==> src/rtl/cfp_pkg.sv <==
// shared types and constants of the framed packet parser
package cfp_pkg;

   // result status codes
   localparam logic [2:0] ST_MORE    = 3'd0;
   localparam logic [2:0] ST_READY   = 3'd1;
   localparam logic [2:0] ST_FORMAT  = 3'd2;
   localparam logic [2:0] ST_VERSION = 3'd3;
   localparam logic [2:0] ST_CRC     = 3'd4;

   // result kinds
   localparam logic KIND_HEADER = 1'b0;
   localparam logic KIND_WORD   = 1'b1;

   // configuration register map
   localparam int CSR_IDX_W = 2;
   localparam logic [CSR_IDX_W-1:0] CSR_MAGIC_FIRST      = 2'd0;
   localparam logic [CSR_IDX_W-1:0] CSR_MAGIC_SECOND     = 2'd1;
   localparam logic [CSR_IDX_W-1:0] CSR_PROTOCOL_VERSION = 2'd2;
   localparam logic [7:0] PROTOCOL_VERSION_RESET = 8'd1;

   // frame layout
   localparam int HDR_SIZE    = 14;
   localparam int CRC_SIZE    = 2;
   localparam int OFS_VERSION = 2;
   localparam int OFS_TYPE    = 3;
   localparam int OFS_LENGTH  = 4;
   localparam int OFS_SEQ     = 6;
   localparam int OFS_UPTIME  = 10;

   // crc-16/ccitt-false
   localparam logic [15:0] CRC_INIT = 16'hFFFF;
   localparam logic [15:0] CRC_POLY = 16'h1021;

   // controller to datapath commands
   typedef struct packed {
      logic capture;    // latch the accepted byte
      logic eval;       // process the byte and load the result register
      logic load_word;  // load the next payload word into the result register
   } cfp_cmd_type;

   // datapath to controller status
   typedef struct packed {
      logic frame_good;  // the byte under evaluation completes a good frame
      logic has_words;   // the completed frame carries payload
      logic last_word;   // the word being loaded is the final one
   } cfp_sts_type;

endpackage

==> src/rtl/cfp_if.sv <==
// byte and result channel interfaces of the framed packet parser

interface cfp_req_if;
   logic       valid;
   logic       ready;
   logic [7:0] rx_byte;

   modport source (output valid, output rx_byte, input ready);
   modport sink   (input valid, input rx_byte, output ready);
endinterface

interface cfp_rsp_if;
   logic        valid;
   logic        ready;
   logic [2:0]  status;
   logic        item_kind;
   logic [7:0]  msg_type;
   logic [6:0]  payload_bytes;
   logic [31:0] frame_sequence;
   logic [31:0] sender_uptime;
   logic [63:0] payload_word;
   logic [2:0]  word_index;
   logic        last;

   modport source (output valid, output status, output item_kind, output msg_type,
                   output payload_bytes, output frame_sequence, output sender_uptime,
                   output payload_word, output word_index, output last, input ready);
   modport sink   (input valid, input status, input item_kind, input msg_type,
                   input payload_bytes, input frame_sequence, input sender_uptime,
                   input payload_word, input word_index, input last, output ready);
endinterface

==> src/rtl/cfp_datapath.sv <==
// datapath of the framed packet parser: header fields, crc, payload memory, result register
module cfp_datapath #(
   parameter int MAX_PAYLOAD = 64,
   parameter int MAX_FRAME   = 80
) (
   input  logic                          clock,
   input  logic                          reset,
   input  cfp_pkg::cfp_cmd_type          cmd,
   output cfp_pkg::cfp_sts_type          sts,
   input  logic [7:0]                    rx_byte,
   input  logic                          csr_we,
   input  logic [cfp_pkg::CSR_IDX_W-1:0] csr_index,
   input  logic [7:0]                    csr_wdata,
   output logic [2:0]                    status,
   output logic                          item_kind,
   output logic [7:0]                    msg_type,
   output logic [6:0]                    payload_bytes,
   output logic [31:0]                   frame_sequence,
   output logic [31:0]                   sender_uptime,
   output logic [63:0]                   payload_word,
   output logic [2:0]                    word_index,
   output logic                          last
);

   localparam int SPAN  = (MAX_FRAME > MAX_PAYLOAD + cfp_pkg::HDR_SIZE + cfp_pkg::CRC_SIZE)
                          ? MAX_FRAME : MAX_PAYLOAD + cfp_pkg::HDR_SIZE + cfp_pkg::CRC_SIZE;
   localparam int CW    = $clog2(SPAN + 1);
   localparam int DEPTH = (MAX_PAYLOAD + 7) / 8;
   localparam int AW    = (DEPTH > 1) ? $clog2(DEPTH) : 1;
   localparam int WW    = AW + 1;

   // byte crc update, one bit per step
   function automatic logic [15:0] crc16_byte(input logic [15:0] c, input logic [7:0] d);
      logic [15:0] r;
      r = c ^ {d, 8'h00};
      for (int i = 0; i < 8; i++) begin
         r = r[15] ? ((r << 1) ^ cfp_pkg::CRC_POLY) : (r << 1);
      end
      return r;
   endfunction

   // configuration registers
   logic [7:0] magic_first_ff, magic_second_ff, version_cfg_ff;

   // frame tracking
   logic [7:0]    byte_ff;
   logic [CW-1:0] fill_ff, fill_in;
   logic [CW-1:0] total_ff, total_in;
   logic [15:0]   crc_ff, crc_in;
   logic [7:0]    crc_lo_ff, crc_lo_in;

   // header fields
   logic [7:0]  ver_ff, ver_in;
   logic [7:0]  type_ff, type_in;
   logic [15:0] len_ff, len_in;
   logic [31:0] seq_ff, seq_in;
   logic [31:0] up_ff, up_in;

   // payload word assembly and memory
   logic [63:0]   acc_ff, acc_in;
   logic          mem_we;
   logic [AW-1:0] mem_waddr;
   logic [63:0]   mem [DEPTH];
   logic [63:0]   rd_ff;
   logic [AW-1:0] w_ff, w_in;
   logic [WW-1:0] words;

   // evaluation results
   logic [2:0] res_status;
   logic       good;

   // result register
   logic [2:0]  status_ff;
   logic        kind_ff;
   logic [7:0]  msg_type_ff;
   logic [6:0]  len_out_ff;
   logic [31:0] seq_out_ff;
   logic [31:0] up_out_ff;
   logic [63:0] word_out_ff;
   logic [2:0]  index_out_ff;
   logic        last_ff;

   // configuration writes
   always_ff @(posedge clock) begin
      if (reset) begin
         magic_first_ff  <= '0;
         magic_second_ff <= '0;
         version_cfg_ff  <= cfp_pkg::PROTOCOL_VERSION_RESET;
      end else if (csr_we) begin
         case (csr_index)
            cfp_pkg::CSR_MAGIC_FIRST:      magic_first_ff  <= csr_wdata;
            cfp_pkg::CSR_MAGIC_SECOND:     magic_second_ff <= csr_wdata;
            cfp_pkg::CSR_PROTOCOL_VERSION: version_cfg_ff  <= csr_wdata;
            default: ;
         endcase
      end
   end

   assign words = WW'((len_ff + 16'd7) >> 3);

   // byte evaluation
   always_comb begin
      logic [CW-1:0] fill_nx;
      logic [CW-1:0] tot_v;
      logic [CW-1:0] pay_off;
      logic [2:0]    lane;
      logic          err;
      fill_nx    = fill_ff + CW'(1);
      tot_v      = total_ff;
      pay_off    = fill_ff - CW'(cfp_pkg::HDR_SIZE);
      lane       = pay_off[2:0];
      err        = 1'b0;
      fill_in    = fill_ff;
      total_in   = total_ff;
      crc_in     = crc_ff;
      crc_lo_in  = crc_lo_ff;
      ver_in     = ver_ff;
      type_in    = type_ff;
      len_in     = len_ff;
      seq_in     = seq_ff;
      up_in      = up_ff;
      acc_in     = acc_ff;
      mem_we     = 1'b0;
      mem_waddr  = AW'(pay_off >> 3);
      res_status = cfp_pkg::ST_MORE;
      good       = 1'b0;
      if (cmd.eval) begin
         if (fill_ff == '0) begin
            if (byte_ff == magic_first_ff) fill_in = CW'(1);
         end else if (fill_ff == CW'(1)) begin
            if (byte_ff == magic_second_ff) begin
               fill_in = CW'(2);
            end else begin
               fill_in  = (byte_ff == magic_first_ff) ? CW'(1) : '0;
               total_in = '0;
            end
         end else if (fill_ff >= CW'(MAX_FRAME)) begin
            fill_in    = (byte_ff == magic_first_ff) ? CW'(1) : '0;
            total_in   = '0;
            res_status = cfp_pkg::ST_FORMAT;
         end else begin
            fill_in = fill_nx;
            // header field capture
            case (fill_ff)
               CW'(cfp_pkg::OFS_VERSION):    ver_in       = byte_ff;
               CW'(cfp_pkg::OFS_TYPE):       type_in      = byte_ff;
               CW'(cfp_pkg::OFS_LENGTH):     len_in[7:0]  = byte_ff;
               CW'(cfp_pkg::OFS_LENGTH + 1): len_in[15:8] = byte_ff;
               CW'(cfp_pkg::OFS_SEQ):        seq_in[7:0]   = byte_ff;
               CW'(cfp_pkg::OFS_SEQ + 1):    seq_in[15:8]  = byte_ff;
               CW'(cfp_pkg::OFS_SEQ + 2):    seq_in[23:16] = byte_ff;
               CW'(cfp_pkg::OFS_SEQ + 3):    seq_in[31:24] = byte_ff;
               CW'(cfp_pkg::OFS_UPTIME):     up_in[7:0]    = byte_ff;
               CW'(cfp_pkg::OFS_UPTIME + 1): up_in[15:8]   = byte_ff;
               CW'(cfp_pkg::OFS_UPTIME + 2): up_in[23:16]  = byte_ff;
               CW'(cfp_pkg::OFS_UPTIME + 3): up_in[31:24]  = byte_ff;
               default: ;
            endcase
            // running crc over version through payload
            if (total_ff == '0 || fill_ff < total_ff - CW'(cfp_pkg::CRC_SIZE)) begin
               crc_in = crc16_byte((fill_ff == CW'(cfp_pkg::OFS_VERSION))
                                   ? cfp_pkg::CRC_INIT : crc_ff, byte_ff);
            end
            // low crc byte
            if (total_ff != '0 && fill_ff == total_ff - CW'(cfp_pkg::CRC_SIZE)) begin
               crc_lo_in = byte_ff;
            end
            // payload bytes packed into words
            if (total_ff != '0 && fill_ff >= CW'(cfp_pkg::HDR_SIZE)
                && fill_ff < total_ff - CW'(cfp_pkg::CRC_SIZE)) begin
               acc_in = ((lane == 3'd0) ? 64'd0 : acc_ff) | (64'(byte_ff) << {lane, 3'b000});
               mem_we = (lane == 3'd7) || (fill_ff == total_ff - CW'(cfp_pkg::CRC_SIZE + 1));
            end
            // header complete: length then version
            if (fill_nx == CW'(cfp_pkg::HDR_SIZE)) begin
               if (len_ff > 16'(MAX_PAYLOAD)) begin
                  err        = 1'b1;
                  res_status = cfp_pkg::ST_FORMAT;
               end else if (ver_ff != version_cfg_ff) begin
                  err        = 1'b1;
                  res_status = cfp_pkg::ST_VERSION;
               end else begin
                  tot_v    = CW'(cfp_pkg::HDR_SIZE + cfp_pkg::CRC_SIZE) + CW'(len_ff);
                  total_in = tot_v;
               end
            end
            // frame end and crc check
            if (!err && tot_v != '0 && fill_nx >= tot_v) begin
               if ({byte_ff, crc_lo_ff} != crc_ff) begin
                  err        = 1'b1;
                  res_status = cfp_pkg::ST_CRC;
               end else begin
                  good       = 1'b1;
                  res_status = cfp_pkg::ST_READY;
                  fill_in    = '0;
                  total_in   = '0;
               end
            end
            if (err) begin
               fill_in  = (byte_ff == magic_first_ff) ? CW'(1) : '0;
               total_in = '0;
            end
         end
      end
   end

   // word counter, read address runs one step ahead of the result register
   always_comb begin
      w_in = w_ff;
      if (cmd.eval) begin
         w_in = '0;
      end else if (cmd.load_word && !sts.last_word) begin
         w_in = w_ff + AW'(1);
      end
   end

   assign sts.frame_good = good;
   assign sts.has_words  = (len_ff != 16'd0);
   assign sts.last_word  = ((WW'(w_ff) + WW'(1)) == words);

   // control state
   always_ff @(posedge clock) begin
      if (reset) begin
         fill_ff  <= '0;
         total_ff <= '0;
         w_ff     <= '0;
      end else begin
         fill_ff  <= fill_in;
         total_ff <= total_in;
         w_ff     <= w_in;
      end
   end

   // payload state
   always_ff @(posedge clock) begin
      if (cmd.capture) byte_ff <= rx_byte;
      crc_ff    <= crc_in;
      crc_lo_ff <= crc_lo_in;
      ver_ff    <= ver_in;
      type_ff   <= type_in;
      len_ff    <= len_in;
      seq_ff    <= seq_in;
      up_ff     <= up_in;
      acc_ff    <= acc_in;
   end

   // payload word memory
   always_ff @(posedge clock) begin
      if (mem_we) mem[mem_waddr] <= acc_in;
      rd_ff <= mem[w_in];
   end

   // result register
   always_ff @(posedge clock) begin
      if (cmd.eval) begin
         status_ff    <= res_status;
         kind_ff      <= cfp_pkg::KIND_HEADER;
         msg_type_ff  <= good ? type_ff : 8'd0;
         len_out_ff   <= good ? len_ff[6:0] : 7'd0;
         seq_out_ff   <= good ? seq_ff : 32'd0;
         up_out_ff    <= good ? up_ff : 32'd0;
         word_out_ff  <= 64'd0;
         index_out_ff <= 3'd0;
         last_ff      <= !good || (len_ff == 16'd0);
      end else if (cmd.load_word) begin
         status_ff    <= cfp_pkg::ST_READY;
         kind_ff      <= cfp_pkg::KIND_WORD;
         word_out_ff  <= rd_ff;
         index_out_ff <= 3'(w_ff);
         last_ff      <= sts.last_word;
      end
   end

   assign status         = status_ff;
   assign item_kind      = kind_ff;
   assign msg_type       = msg_type_ff;
   assign payload_bytes  = len_out_ff;
   assign frame_sequence = seq_out_ff;
   assign sender_uptime  = up_out_ff;
   assign payload_word   = word_out_ff;
   assign word_index     = index_out_ff;
   assign last           = last_ff;

endmodule

==> src/rtl/cfp_controller.sv <==
// controller of the framed packet parser: beat sequencing and result valid
module cfp_controller (
   input  logic                 clock,
   input  logic                 reset,
   input  logic                 req_valid,
   output logic                 req_ready,
   output logic                 rsp_valid,
   input  logic                 rsp_ready,
   output cfp_pkg::cfp_cmd_type cmd,
   input  cfp_pkg::cfp_sts_type sts
);

   typedef enum logic [1:0] {
      S_IDLE,
      S_EVAL,
      S_WORDS
   } state_type;

   state_type state_ff, state_in;
   logic      rsp_valid_ff, rsp_valid_in;
   logic      out_free;

   assign out_free  = !rsp_valid_ff || rsp_ready;
   assign req_ready = (state_ff == S_IDLE);
   assign rsp_valid = rsp_valid_ff;

   // next state and commands
   always_comb begin
      state_in      = state_ff;
      rsp_valid_in  = rsp_valid_ff && !rsp_ready;
      cmd.capture   = 1'b0;
      cmd.eval      = 1'b0;
      cmd.load_word = 1'b0;
      case (state_ff)
         S_IDLE: begin
            if (req_valid) begin
               cmd.capture = 1'b1;
               state_in    = S_EVAL;
            end
         end
         S_EVAL: begin
            if (out_free) begin
               cmd.eval     = 1'b1;
               rsp_valid_in = 1'b1;
               state_in     = (sts.frame_good && sts.has_words) ? S_WORDS : S_IDLE;
            end
         end
         S_WORDS: begin
            if (out_free) begin
               cmd.load_word = 1'b1;
               rsp_valid_in  = 1'b1;
               if (sts.last_word) state_in = S_IDLE;
            end
         end
         default: state_in = S_IDLE;
      endcase
   end

   // state and registered outputs
   always_ff @(posedge clock) begin
      if (reset) begin
         state_ff     <= S_IDLE;
         rsp_valid_ff <= 1'b0;
      end else begin
         state_ff     <= state_in;
         rsp_valid_ff <= rsp_valid_in;
      end
   end

endmodule

==> src/rtl/crc_framed_packet_parser_core.sv <==
// Byte-serial frame parser with magic sync, length field and CRC-16/CCITT-FALSE check.
//
// req_bus carries one received byte per beat; rsp_bus carries result beats. Every
// byte gives one status result, except the byte that completes a good frame, which
// gives a header result followed by ceil(length/8) payload word results.
// A byte is first captured; once the result register is free, the sequencer's
// evaluation step runs and loads the result register. A good frame's payload words
// follow at one per cycle while the receiver takes them, read from the word-wide
// payload memory; the closing byte of a frame holds the input until the last is loaded.
// The input is taken again once the last result of a byte is in the result register,
// even while that result still waits for the receiver.
// When the receiver stalls, the result register holds its beat and the sequencer
// waits; no byte and no result is lost.
// Reset (synchronous, active high) clears the configuration to magic 0/0, version 1,
// and puts the parser in the hunt for the first magic byte. The payload memory needs
// no clearing pass. csr_we writes register csr_index (0 magic_first, 1 magic_second,
// 2 protocol_version); other indexes are ignored.
module crc_framed_packet_parser_core #(
   parameter int MAX_PAYLOAD = 64,
   parameter int MAX_FRAME   = 80
) (
   input  logic                          clock,
   input  logic                          reset,
   cfp_req_if.sink                       req_bus,
   cfp_rsp_if.source                     rsp_bus,
   input  logic                          csr_we,
   input  logic [cfp_pkg::CSR_IDX_W-1:0] csr_index,
   input  logic [7:0]                    csr_wdata
);

   cfp_pkg::cfp_cmd_type cmd;
   cfp_pkg::cfp_sts_type sts;
   logic                 req_ready;
   logic                 rsp_valid;

   // sequencer
   cfp_controller u_ctrl (
      .clock     (clock),
      .reset     (reset),
      .req_valid (req_bus.valid),
      .req_ready (req_ready),
      .rsp_valid (rsp_valid),
      .rsp_ready (rsp_bus.ready),
      .cmd       (cmd),
      .sts       (sts)
   );

   // frame datapath
   cfp_datapath #(
      .MAX_PAYLOAD (MAX_PAYLOAD),
      .MAX_FRAME   (MAX_FRAME)
   ) u_dp (
      .clock          (clock),
      .reset          (reset),
      .cmd            (cmd),
      .sts            (sts),
      .rx_byte        (req_bus.rx_byte),
      .csr_we         (csr_we),
      .csr_index      (csr_index),
      .csr_wdata      (csr_wdata),
      .status         (rsp_bus.status),
      .item_kind      (rsp_bus.item_kind),
      .msg_type       (rsp_bus.msg_type),
      .payload_bytes  (rsp_bus.payload_bytes),
      .frame_sequence (rsp_bus.frame_sequence),
      .sender_uptime  (rsp_bus.sender_uptime),
      .payload_word   (rsp_bus.payload_word),
      .word_index     (rsp_bus.word_index),
      .last           (rsp_bus.last)
   );

   assign req_bus.ready = req_ready;
   assign rsp_bus.valid = rsp_valid;

   // a captured byte is evaluated before the next one is taken
   a_one_byte_in_flight: assert property (@(posedge clock) disable iff (reset)
      (req_bus.valid && req_bus.ready) |=> !req_bus.ready)
      else $error("byte accepted while the previous one is still in evaluation");

   // payload words only belong to a good frame
   a_word_is_ready: assert property (@(posedge clock) disable iff (reset)
      (rsp_bus.valid && rsp_bus.item_kind == cfp_pkg::KIND_WORD)
      |-> rsp_bus.status == cfp_pkg::ST_READY)
      else $error("payload word beat without ready status");

   // a plain status result is always the only result of its byte
   a_status_is_last: assert property (@(posedge clock) disable iff (reset)
      (rsp_bus.valid && rsp_bus.status != cfp_pkg::ST_READY) |-> rsp_bus.last)
      else $error("status beat not marked last");

   // no new byte is taken while payload words are still being sent
   a_no_input_mid_frame: assert property (@(posedge clock) disable iff (reset)
      (rsp_bus.valid && rsp_bus.status == cfp_pkg::ST_READY && !rsp_bus.last
       && !rsp_bus.ready) |-> !req_bus.ready)
      else $error("input taken before all words of a frame were sent");

endmodule
==> src/flat_wrapper.sv <==
// flat-port wrapper written by rule: the top's interface ports become plain ports
module crc_framed_packet_parser_core_flat 
#(
   parameter int MAX_PAYLOAD = 64,
   parameter int MAX_FRAME   = 80
)
  (clock, reset, csr_we, csr_index, csr_wdata, req_bus_valid, req_bus_rx_byte, req_bus_ready, rsp_bus_valid, rsp_bus_status, rsp_bus_item_kind, rsp_bus_msg_type, rsp_bus_payload_bytes, rsp_bus_frame_sequence, rsp_bus_sender_uptime, rsp_bus_payload_word, rsp_bus_word_index, rsp_bus_last, rsp_bus_ready);
  cfp_req_if req_bus_i ();
  cfp_rsp_if rsp_bus_i ();
  input  logic clock;
  input  logic reset;
  input  logic csr_we;
  input  logic [cfp_pkg::CSR_IDX_W-1:0] csr_index;
  input  logic [7:0] csr_wdata;
  input wire logic [$bits(req_bus_i.valid)-1:0] req_bus_valid;
  input wire logic [$bits(req_bus_i.rx_byte)-1:0] req_bus_rx_byte;
  output wire logic [$bits(req_bus_i.ready)-1:0] req_bus_ready;
  output wire logic [$bits(rsp_bus_i.valid)-1:0] rsp_bus_valid;
  output wire logic [$bits(rsp_bus_i.status)-1:0] rsp_bus_status;
  output wire logic [$bits(rsp_bus_i.item_kind)-1:0] rsp_bus_item_kind;
  output wire logic [$bits(rsp_bus_i.msg_type)-1:0] rsp_bus_msg_type;
  output wire logic [$bits(rsp_bus_i.payload_bytes)-1:0] rsp_bus_payload_bytes;
  output wire logic [$bits(rsp_bus_i.frame_sequence)-1:0] rsp_bus_frame_sequence;
  output wire logic [$bits(rsp_bus_i.sender_uptime)-1:0] rsp_bus_sender_uptime;
  output wire logic [$bits(rsp_bus_i.payload_word)-1:0] rsp_bus_payload_word;
  output wire logic [$bits(rsp_bus_i.word_index)-1:0] rsp_bus_word_index;
  output wire logic [$bits(rsp_bus_i.last)-1:0] rsp_bus_last;
  input wire logic [$bits(rsp_bus_i.ready)-1:0] rsp_bus_ready;
  assign req_bus_i.valid = req_bus_valid;
  assign req_bus_i.rx_byte = req_bus_rx_byte;
  assign req_bus_ready = req_bus_i.ready;
  assign rsp_bus_valid = rsp_bus_i.valid;
  assign rsp_bus_status = rsp_bus_i.status;
  assign rsp_bus_item_kind = rsp_bus_i.item_kind;
  assign rsp_bus_msg_type = rsp_bus_i.msg_type;
  assign rsp_bus_payload_bytes = rsp_bus_i.payload_bytes;
  assign rsp_bus_frame_sequence = rsp_bus_i.frame_sequence;
  assign rsp_bus_sender_uptime = rsp_bus_i.sender_uptime;
  assign rsp_bus_payload_word = rsp_bus_i.payload_word;
  assign rsp_bus_word_index = rsp_bus_i.word_index;
  assign rsp_bus_last = rsp_bus_i.last;
  assign rsp_bus_i.ready = rsp_bus_ready;
  crc_framed_packet_parser_core #(.MAX_PAYLOAD(MAX_PAYLOAD), .MAX_FRAME(MAX_FRAME)) u_core (.clock(clock), .reset(reset), .req_bus(req_bus_i), .rsp_bus(rsp_bus_i), .csr_we(csr_we), .csr_index(csr_index), .csr_wdata(csr_wdata));
endmodule
==> config.mk <==
export PLATFORM = sky130hd
export DESIGN_NAME = crc_framed_packet_parser_core_flat
export DESIGN_NICKNAME = d
export VERILOG_FILES = /design/src/rtl/cfp_pkg.sv /design/src/rtl/cfp_if.sv /design/src/rtl/cfp_datapath.sv /design/src/rtl/cfp_controller.sv /design/src/rtl/crc_framed_packet_parser_core.sv /design/src/flat_wrapper.sv
export SDC_FILE = /design/constraint.sdc
export NUM_CORES = 1
export LEC_CHECK = 0
export BUFFER_PORTS_ARGS = -buffer_cell sky130_fd_sc_hd__buf_2
export CORE_ASPECT_RATIO = 1.25
export CORE_MARGIN = 3
export CORE_UTILIZATION = 65
export DETAILED_ROUTE_END_ITERATION = 8
export PLACE_DENSITY_LB_ADDON = 0.2
export SETUP_SLACK_MARGIN = 0.4
export SLEW_MARGIN = 30
export SYNTH_ARGS = -nofsm -noshare
export SYNTH_HDL_FRONTEND = slang
export SYNTH_SLANG_ARGS = --single-unit
==> constraint.sdc <==
create_clock -name clock -period 20 [get_ports clock]
set_input_delay 4 -clock clock [delete_from_list [all_inputs] [get_ports clock]]
set_output_delay 4 -clock clock [all_outputs]
set_load 0.01 [all_outputs]
==> results of run 1 <==
-- state kept, by name, indices dropped and copies added, names as in the netlist, 7 cells and up --
signal,cells
u_core.u_dp.mem,512
u_core.u_dp.acc_ff,64
u_core.u_dp.payload_word,64
u_core.u_dp.rd_ff,64
u_core.u_dp.frame_sequence,32
u_core.u_dp.sender_uptime,32
u_core.u_dp.seq_ff,32
u_core.u_dp.up_ff,32
u_core.u_dp.crc_ff,16
u_core.u_dp.len_ff,16
u_core.u_dp.byte_ff,8
u_core.u_dp.crc_lo_ff,8
u_core.u_dp.magic_first_ff,8
u_core.u_dp.magic_second_ff,8
u_core.u_dp.msg_type,8
u_core.u_dp.type_ff,8
u_core.u_dp.ver_ff,8
u_core.u_dp.version_cfg_ff,8
u_core.u_dp.fill_ff,7
u_core.u_dp.payload_bytes,7
u_core.u_dp.total_ff,7
-- cell families after synthesis --
family                     Yosys count  synth area share [%]
xor gates and xnor gates            97                  2.40
and+or+nand+nor                    437                  5.90
AOI/OAI and AO/OA                  222                  4.29
DFF                                963                  73.8
muxes                              222                  10.9
buffers and inverters              142                  1.78
adders and majority gates           27                 0.940
-- power groups by stage --
stage	clock, mW	combinational, mW	sequential [mW]
global placement	0	0.0778	2.19
CTS	1.70	0.0795	2.15
detailed placement	0	0.0791	2.19
global route	1.78	0.0844	2.15
finish	1.68	0.0791	2.15
floorplan	0	0.0332	2.20
-- critical path: cells and delay by family --
family	cells	cell delay, ns
AOI/OAI and AO/OA	2	0.64
and+or+nand+nor	5	2.08
buffers and inverters	3	0.89
-- worst paths after layout --
path                                             start                            to  slack [ns]  cells past startpoint
worst min register to register   u_core.u_dp.rd_ff[49]  u_core.u_dp.payload_word[49]        0.44                      2
worst max register to register  u_core.u_dp.fill_ff[2]        u_core.u_dp.fill_ff[3]       13.89                     16
worst min-delay path             u_core.u_dp.rd_ff[49]  u_core.u_dp.payload_word[49]        0.44                      2
worst max-delay path                     rsp_bus_ready        u_core.u_dp.mem[5][35]       12.58                     10
-- layout by cell type, fill, tap and decap left out, types with 18 or more instances in the layout --
| cell type | n |
|---|---|
| mux2_2 | 64 |
| edfxtp_1 | 723 |
| mux2i_1 | 30 |
| xor2_1 | 41 |
| a22o_1 | 66 |
| nand2_1 | 160 |
| clkbuf_16 | 90 |
| mux4_2 | 128 |
| dfxtp_1 | 240 |
| xnor2_1 | 55 |
| nor2_1 | 73 |
| and3_1 | 84 |
| a21oi_1 | 87 |
| clkinv_2 | 18 |
| ha_1 | 27 |
| nand3_1 | 19 |
| buf_4 | 36 |
| buf_2 | 175 |
| inv_1 | 22 |
-- through the flow --
stage                     cell area [µm²]  setup slack [ns]
after global routing                40600             12.33
final                               40600             12.58
after floorplan                     35900              9.56
after detailed placement            37600             11.77
after CTS                           40600             12.42
after global placement              37600             11.85
-- routing by layer --
layer	up-vias	GRT usage [%]	routed length, µm	share of wire (%)
li1	8492	-	-	-
met1	9742	34.0	29700	38
met2	827	47.2	39900	51
met3	188	3.88	4830	6.2
met4	0	11.9	3050	3.9
met5	-	0	0	0
-- area by class of cell --
type / count / area [µm²]
clock inverters: 44 / 467
inverters: 24 / 95.1
well taps: 727 / 910
clock buffers: 119 / 2480
repair buffers: 215 / 1220
fillers: 3067 / 13600
multi-input cells: 1005 / 8910
flip-flops and latches: 963 / 26500
==> results by group, run 1 <==
Outcome
  • Outcome: finished, final reports clean

STA
  • Final setup fails: 0
  • Final min period: around 7.4 ns
  • Setup Skew: 0.0249 ns
  • Setup Total Neg Slack: 0 ns
  • Max frequency: about 130 MHz
  • RSZ-0062 raised after global routing: false
  • Max-slew violations: 0
  • Worst hold slack: 0.440 ns
  • Fin. Hold Viols: 0
  • Rel. slew slack: between 30% and 40%
  • Worst slew pin tran: just over 1 ns
  • Final period util: between 30% and 40%

Synthesis
  • Asr flop ratio synth: 0%
  • Seq cells post-synth: just under 1000
  • Gate Count Post-Synth: 2110
  • Post-synth top area cell: edfxtp_1
  • Ranking of synthesized cells by area: edfxtp_1, dfxtp_1, mux4_2
  • Synth top cells by count: edfxtp_1, dfxtp_1, nand2_1, mux4_2, a21oi_1
  • Sequential fraction of the synthesis area: between 70% and 80%
  • Main synth FF type: edfxtp_1
  • Post-Syn Nets: 2160
  • Top-area cell type share of the netlist area: between 60% and 70%
  • Warning count from the yosys run: 0
  • Count leader, synth: edfxtp_1
  • Avg Synthesized Cell Area: ~17 µm²
  • Count of different cell masters after synthesis: 64
  • Number of enable flip-flop cells after synthesis: about 720
  • Synthesized area: between 30000 and 40000 µm²

Floorplan
  • IO Count: around 180
  • Row count: between 90 and 100
  • Core Box Area: around 54000 µm²
  • Starting Density: 66.3%
  • DIE AREA: slightly below 60000 µm²
  • Die Height: ~270 µm
  • Die Wd: about 220 µm

Clock tree
  • Reg clk slew, reported paths: roughly 0.060 ns
  • Clock Sinks: between 900 and 1000
  • Clock Path Buffers: 3
  • CTS Hold Buffers Added: 0
  • Setup Buffers After CTS: 0
  • CTS tree: built
  • CTS root buffer: clkbuf_16
  • Worst-Skew Late Latency: between 0.6 and 0.7 ns
  • CTS buffer count: 87
  • CTS-repair resized insts: 0
  • CTS H-Tree Depth: 3

Power
  • Clock share of power: 43.0%
  • Seq pwr share: 55.0%
  • Design Power: roughly 4 mW
  • Leakage power: approximately 13 nW
  • Switching pwr: roughly 0.8 mW
  • Pwr/cell area: between 90 and 100 nW/µm²
  • Worst IR Drop VDD: 0.0908 mV
  • Combinational Power Share: about 2%
  • Int Pwr: roughly 3.1 mW
  • Sw frac: 20.1%

Final layout
  • Layout cells sized above 1: roughly a quarter
  • Core Util, Final: roughly three quarters
  • Antenna diode count: 0
  • Area Growth Syn to Fin: 13.0%
  • Layout Cells excl Fill: roughly 3100
  • Final #Nets: between 2000 and 2500

Placement
  • Post-DP HPWL: ~43000 µm
  • DP Cell Count: 2934
  • PortBufs: roughly 180
  • GP Congestion: slightly above 0.9

GRT
  • Vias in the first global route: 19500
  • First-pass GRT wire length: between 100000 and 150000 µm
  • GRT Total Usage: between 20% and 30%
  • Initial antenna violation count: 0
  • Largest net degree at the start of global routing: 99
  • GR Overflow Total: 0

Route
  • DRC Markers: 0
  • Vias: between 15000 and 20000
  • Total Wirelength: around 77000 µm
  • Post-DRT Antenna Nets: 0
  • Drt first-iter violations: about 1800
  • Vias/cell: 6.22
  • First-pass DRT Iterations: 5
  • Wire length per cell: about 25 µm

Critical path
  • CP max stage cell: nor3_2
  • Worst-path cell chain: buf_2 > nand2b_1 > o311a_1 > nor2b_1 > nand2_1 > a21o_1 > inv_1 > nand4_1 > nor3_2 > buf_6
  • Critical path capture point type: flop
  • Kind of critical path: in2reg
  • WP data arrival: between 7 and 8 ns
  • Critical path required time: around 20 ns
  • Worst path max stage delay: between 0.8 and 0.9 ns
  • Critical path fanouts, max: between 50 and 60
  • CP Launch Type: input pin

Hold path
  • HP Class: reg2reg

Run
  • Max Cap Viol: 0
No activity file was read; power rests on OpenSTA's default activity.
==> run 2: changes to the inputs <==
ABC_AREA = 1   (was not set)
CORE_UTILIZATION = 61   (was 65)
clock period = 6.9 ns   (was 20 ns; I/O delays follow)
==> run 2 against run 1 <==
  * Via count rose by 28%
  * Sequential share of layout area fell by 2.9 points
  * Clock skew rose by 0.0021 ns
==> results by group, run 2 <==
Outcome
  • Outcome: finished, final reports clean

Synthesis
  • Gate Count Post-Synth: about 3400
  • Post-Syn Nets: between 3000 and 4000
  • Synth top cells by count: nand2_1, edfxtp_1, inv_1, nor2_1, o211ai_1
  • Ranking of synthesized cells by area: edfxtp_1, dfxtp_1, nand2_1
  • Top-area cell type share of the netlist area: 57.2%
  • Synthesized area: approximately 38000 µm²
  • Sequential fraction of the synthesis area: 69.8%
  • Main synth FF type: edfxtp_1
  • Warning count from the yosys run: 0
  • Post-synth top area cell: edfxtp_1
  • Number of enable flip-flop cells after synthesis: about 720
  • Avg Synthesized Cell Area: approximately 11 µm²
  • Asr flop ratio synth: 0%
  • Count of different cell masters after synthesis: between 40 and 50
  • Seq cells post-synth: 963
  • Count leader, synth: nand2_1

Route
  • Total Wirelength: around 87000 µm
  • Vias/cell: 5.58
  • DRC Markers: 0
  • Wire length per cell: about 20 µm
  • Drt first-iter violations: 2000
  • Post-DRT Antenna Nets: 0
  • Vias: ~25000
  • First-pass DRT Iterations: 6

Floorplan
  • Core Box Area: 61200 µm²
  • Starting Density: just over 60%
  • DIE AREA: ~65000 µm²
  • Die Wd: ~230 µm
  • Die Height: approximately 280 µm
  • Row count: roughly 100
  • IO Count: approximately 180

Critical path
  • Delay-heaviest family, CP: simple AND/OR/NAND/NOR gates
  • Critical path buffer and inverter count: 3
  • Worst-path cell chain: ha_1 > nand3_2 > nor2_1 > nand2_1 > nand2_1 > nand2_1 > nor2_4 > nand2_4 > o21ai_2 > inv_1 > ha_1 > nand2_1 > nor2_1 > a211oi_1 > nand2_2 > nand2_2 > nor3_4 > inv_2 > buf_4 > nor2_1
  • WP data arrival: 5.30 ns
  • R2R Setup Slk: about 2 ns
  • CP Launch Type: flop
  • Setup crit start: u_core.u_dp.fill_ff[0]
  • Critical path fanouts, max: 50
  • Worst R2R Path Depth: 20
  • R2R Path Start: u_core.u_dp.fill_ff[0]
  • Critical path required time: 7.28 ns
  • Most used cell, CP: nand2_1
  • Kind of critical path: reg2reg
  • Worst flop-to-flop path endpoint: u_core.u_dp.sender_uptime[5]
  • Critical path capture point type: flop
  • CP max stage cell: dfxtp_1
  • Worst path max stage delay: a little under 0.9 ns

Clock tree
  • Clock Sinks: 963
  • CTS buffer count: between 80 and 90
  • Clock Path Buffers: 3
  • Worst-Skew Late Latency: between 0.6 and 0.7 ns
  • CTS-repair resized insts: 0
  • Reg clk slew, reported paths: around 0.06 ns
  • CTS root buffer: clkbuf_16
  • CTS Hold Buffers Added: 0
  • CTS H-Tree Depth: 3
  • Setup Buffers After CTS: 0
  • CTS tree: built

GRT
  • GRT Total Usage: around a quarter
  • GR Overflow Total: 0
  • Vias in the first global route: around 24000
  • Initial antenna violation count: 0
  • First-pass GRT wire length: roughly 130000 µm
  • Largest net degree at the start of global routing: around 140

Power
  • Pwr/cell area: around 260 nW/µm²
  • Worst IR Drop VDD: between 0.15 and 0.2 mV
  • Design Power: around 11 mW
  • Leakage power: roughly 16 nW

STA
  • Max-slew violations: 0
  • Worst hold slack: 0.475 ns
  • Fin. Hold Viols: 0
  • RSZ-0062 raised after global routing: false
  • Setup Skew: 0.0270 ns
  • Final min period: 4.92 ns
  • Worst setup margin: about 2.0 ns
  • Rel. slew slack: around 31%
  • Final setup fails: 0
  • Worst slew pin tran: 1.02 ns
  • Final period util: between 70% and 80%
  • Max frequency: around 200 MHz
  • Setup Total Neg Slack: 0 ns

Final layout
  • Final #Nets: approximately 3600
  • Layout cells sized above 1: 11.5%
  • Most common cell after layout, fill and taps aside: nand2_1
  • Top reg by flops: u_core.u_dp.mem
  • Area Growth Syn to Fin: 11.8%
  • Max reg flops: 512
  • Commonest cells after routing, fill and taps aside: nand2_1, edfxtp_1, inv_1

Placement
  • GP Congestion: 0.936
  • PortBufs: ~180
  • Post-DP HPWL: 51100 µm
  • Worst slack, placed: about 1.9 ns

Run
  • Max Cap Viol: 0

Hold path
  • HP Class: reg2reg
  • Hold path start: u_core.u_dp.magic_second_ff[5]
  • WHS Endpoint: u_core.u_dp.magic_second_ff[5]
  • Hold depth: 2
run 2: cell count changes after synthesis, sizes merged, moves of 48 or more:
| cell | before | now |
|---|---|---|
| buf | 32 | 106 |
| mux2 | 64 | 0 |
| nand3 | 19 | 69 |
| a22o | 66 | 0 |
| a21oi | 87 | 39 |
| o21ai | 17 | 205 |
| inv | 24 | 436 |
| nor2 | 75 | 328 |
| o211ai | 5 | 256 |
| mux4 | 128 | 0 |
| nand2 | 161 | 760 |
| and3 | 84 | 0 |
run 2: cell families (layout without fill, tap and decap cells):
logic type,count (synthesis),count (layout),synth area share (%)
other,0,1,0
AOI/OAI and AO/OA,522,522,8.74
xor gates and xnor gates,60,60,1.38
DFF,963,963,69.8
and+or+nand+nor,1200,1200,12.7
buffers and inverters,605,823,6.41
adders and majority gates,27,27,0.890
run 2: cell type report:
type	count	area, µm²
Multi-Input combinational cell	1809	9160
Tap cell	824	1030
Timing Repair Buffer	220	1330
Antenna cell	1	2.50
Clock inverter	40	303
Inverter	437	1650
Sequential cell	963	26500
Clock buffer	126	2470
Fill cell	4411	18700
run 2: worst max-delay path by stage:
stage | endpoint | cells past startpoint
finish | u_core.u_dp.sender_uptime[5] | 20
global route | u_core.u_dp.sender_uptime[5] | 24
CTS | u_core.u_dp.sender_uptime[5] | 20
detailed placement | u_core.u_dp.rd_ff[22] | 12
global placement | u_core.u_dp.rd_ff[20] | 12
floorplan | u_core.u_dp.mem[4][0] | 10
run 2: where the power goes:
| part | internal (mW) | total, mW | switching [mW] |
|---|---|---|---|
| clock | 2.59 | 4.67 | 2.08 |
| sequential | 6.23 | 6.25 | 0.0177 |
| combinational | 0.0747 | 0.259 | 0.184 |
run 2: worst reg2reg max path, stage by stage, from the launching register on:
cell and delay [ns]:
dfxtp_1 0.87, ha_1 0.39, nand3_2 0.12, nor2_1 0.12, nand2_1 0.05, nand2_1 0.09
nand2_1 0.10, nor2_4 0.22, nand2_4 0.13, o21ai_2 0.19, inv_1 0.07, ha_1 0.31
nand2_1 0.11, nor2_1 0.05, a211oi_1 0.30, nand2_2 0.15, nand2_2 0.17, nor3_4 0.06
inv_2 0.65, buf_4 0.45, nor2_1 0.08
run 2: through the flow:
step                      utilization, %  cells  area (µm²)
final                               69.4   4420       42500
after global routing                69.4   4419       42500
after CTS                           69.4   4419       42400
after detailed placement            64.8   4253       39700
after global placement              64.8   4252       39600
after floorplan                        -   3377       38000
run 2: per-layer routing:
layer | part of all wire (%) | wire, µm | GRT usage, %
met5 | 0 | 0 | 0
met3 | 7.1 | 6170 | 4.47
met4 | 3.8 | 3350 | 12.3
met1 | 38 | 32700 | 31.4
met2 | 52 | 45000 | 47.4
==> run 3: changes to the inputs <==
clock period = 4.93 ns   (was 6.9 ns; I/O delays follow)
==> run 3 against run 2 <==
  * Critical path depth is 4 higher
  * Final cell count grew 0.59%
  * Worst setup slack worse by 1.1 ns
  * Sequential power is 40% higher
  * Clock power up 54%
  * Largest power group unchanged
  * Critical endpoint is now u_core.u_dp.payload_bytes[5]
==> results by group, run 3 (synthesized netlist as in run 2, its figures left out) <==
Placement
  • GP Congestion: about 0.90
  • Post-DP HPWL: 51800 µm
  • PortBufs: ~180
  • DP Cell Count: approximately 4300

Critical path
  • Worst-path cell chain: ha_1 > nand2_4 > nor2_4 > inv_2 > nand2_1 > nand3_2 > nor2_4 > nand2_4 > nand2_1 > nand2_1 > inv_1 > ha_1 > inv_1 > nand2_1 > or2_2 > nand3_1 > nand3_1 > nand2_1 > nand2_2 > nand2_2 > nor3_4 > inv_2 > buf_12 > nor2_1
  • Worst flop-to-flop path endpoint: u_core.u_dp.payload_bytes[5]
  • Critical path capture point type: flop
  • R2R Setup Slk: 0.87 ns
  • CP max stage cell: dfxtp_1
  • Critical path fanouts, max: 79
  • WP data arrival: around 4.4 ns
  • Critical path required time: roughly 5.3 ns
  • R2R Path Start: u_core.u_dp.fill_ff[2]
  • Most used cell, CP: nand2_1
  • Kind of critical path: reg2reg
  • Worst path max stage delay: ~0.69 ns
  • CP Launch Type: flop
  • Worst R2R Path Depth: 24

Hold path
  • Hold depth: 2
  • WHS Endpoint: u_core.u_dp.version_cfg_ff[2]
  • HP Class: reg2reg
  • Hold path start: u_core.u_dp.version_cfg_ff[2]

STA
  • Setup Skew: around 0.021 ns
  • RSZ-0062 raised after global routing: false
  • Final period util: 82.3%
  • Fin. Hold Viols: 0
  • Max frequency: approximately 250 MHz
  • Rel. slew slack: between 30% and 40%
  • Final min period: between 4 and 5 ns
  • Worst slew pin tran: between 0.9 and 1 ns
  • Max-slew violations: 0
  • Final setup fails: 0

Clock tree
  • CTS Hold Buffers Added: 0
  • Setup Buffers After CTS: 0
  • CTS buffer count: 90
  • CTS root buffer: clkbuf_16
  • Clock Path Buffers: 3
  • CTS tree: built
  • Clock Sinks: ~960
  • CTS H-Tree Depth: 3
  • Reg clk slew, reported paths: around 0.07 ns
  • Worst-Skew Late Latency: 0.64 ns

Route
  • Vias/cell: roughly 5.6
  • Drt first-iter violations: just under 2000
  • Post-DRT Antenna Nets: 0
  • First-pass DRT Iterations: 8
  • Total Wirelength: 87400 µm
  • DRC Markers: 0
  • Vias: 24700
  • Wire length per cell: between 15 and 20 µm

Power
  • Worst IR Drop VDD: 0.267 mV
  • Pwr/cell area: between 300 and 400 nW/µm²
  • Leakage power: around 17 nW

GRT
  • First-pass GRT wire length: about 130000 µm
  • Largest net degree at the start of global routing: around 180
  • Initial antenna violation count: 2
  • GR Overflow Total: 0
  • Vias in the first global route: roughly 25000
  • GRT Total Usage: a little over a quarter

Final layout
  • Fillers: between 4000 and 5000
  • Final #Nets: around 3600
  • Layout Cells excl Fill: approximately 4400
  • Commonest cells after routing, fill and taps aside: nand2_1, edfxtp_1, inv_1
  • Layout cells sized above 1: 12.6%
  • Top reg by flops: u_core.u_dp.mem
  • Core Util, Final: between 70% and 80%
  • Area Growth Syn to Fin: 13.3%
  • Max reg flops: a little over 500
  • Most common cell after layout, fill and taps aside: nand2_1

Floorplan
  • Die Height: roughly 280 µm
  • Row count: between 100 and 150
  • Core Box Area: between 60000 and 70000 µm²
  • Starting Density: 62.1%
  • Die Wd: 229 µm
  • IO Count: ~180
  • DIE AREA: about 65000 µm²

Run
  • Max Cap Viol: 0

Outcome
  • Outcome: finished, final reports clean
==> run 3: cell types whose count changed in the layout (fill, tap and decap cells not counted), sizes merged <==
| cell | before | now |
|---|---|---|
| buf | 220 | 246 |
| clkinv | 30 | 18 |
| bufinv | 2 | 9 |
| clkbuf | 126 | 131 |
| clkinvlp | 4 | 6 |
| inv | 441 | 439 |
==> run 3: critical path: cells and delay by family, from the launching register on <==
family | cells | cell delay [ns]
buffers and inverters | 5 | 0.57
flip-flops | 1 | 0.69
AND/OR/NAND/NOR | 17 | 1.90
adder cells (fa/ha/maj) | 2 | 0.57
==> run 3: final cells by class <==
class	count	area, µm²	share of cell area, %
sequential	963	26500	61.6
inverter	437	1650	3.83
multi-input combinational	1809	9150	21.3
antenna	1	2.50	0.00582
tap	824	1030	2.40
clock inverter	35	440	1.02
timing repair buffer	246	1540	3.59
clock buffer	131	2690	6.26
==> run 3: timing repair <==
item,4_1_cts,5_1_grt
resized for setup,0,1
endpoints found under the setup margin,0,79
endpoints found under the hold margin,0,0
==> run 3: worst max-delay path by stage <==
stage,start,end,slack (ns),cells after the start
6_report,u_core.u_dp.fill_ff[2],u_core.u_dp.payload_bytes[5],0.87,24
5_1_grt,u_core.u_dp.fill_ff[2],u_core.u_dp.frame_sequence[16],0.55,24
4_1_cts,u_core.u_dp.fill_ff[1],u_core.u_dp.frame_sequence[7],0.73,24
3_5_place_dp,u_core.u_dp.fill_ff[1],u_core.u_dp.frame_sequence[7],0.78,24
3_3_place_gp,u_core.u_dp.fill_ff[1],u_core.u_dp.frame_sequence[30],0.86,24
2_1_floorplan,u_core.u_dp.total_ff[1],u_core.u_dp.mem[4][0],-0.35,14
==> run 3: per-stage QoR <==
step                hold WS (ns)  power (mW)  TNS (ns)  setup slack (ns)  cell area, µm²
floorplan                  0.444        9.11   -178.62            -0.350           38000
global placement           0.457        9.26         0             0.864           39800
detailed placement         0.466        9.28         0             0.778           39900
CTS                        0.475        16.4         0             0.732           43000
global route               0.496        16.7         0             0.553           43000
finish                     0.473        16.3         0             0.875           43000
==> run 3: report_power, final <==
part           total, mW  switching [mW]  internal, mW
Sequential          8.75          0.0340          8.72
Clock               7.17            2.90          4.28
Combinational      0.351           0.244         0.107
Total               16.3            3.17          13.1
==> run 3: metal layers <==
| layer | GRT usage (%) | vias to the layer above | share of wire (%) |
|---|---|---|---|
| li1 | - | 11700 | - |
| met1 | 32.2 | 11900 | 39 |
| met2 | 47.7 | 854 | 51 |
| met3 | 3.56 | 237 | 5.8 |
| met4 | 12.3 | 0 | 4.3 |
| met5 | 0 | - | 0 |
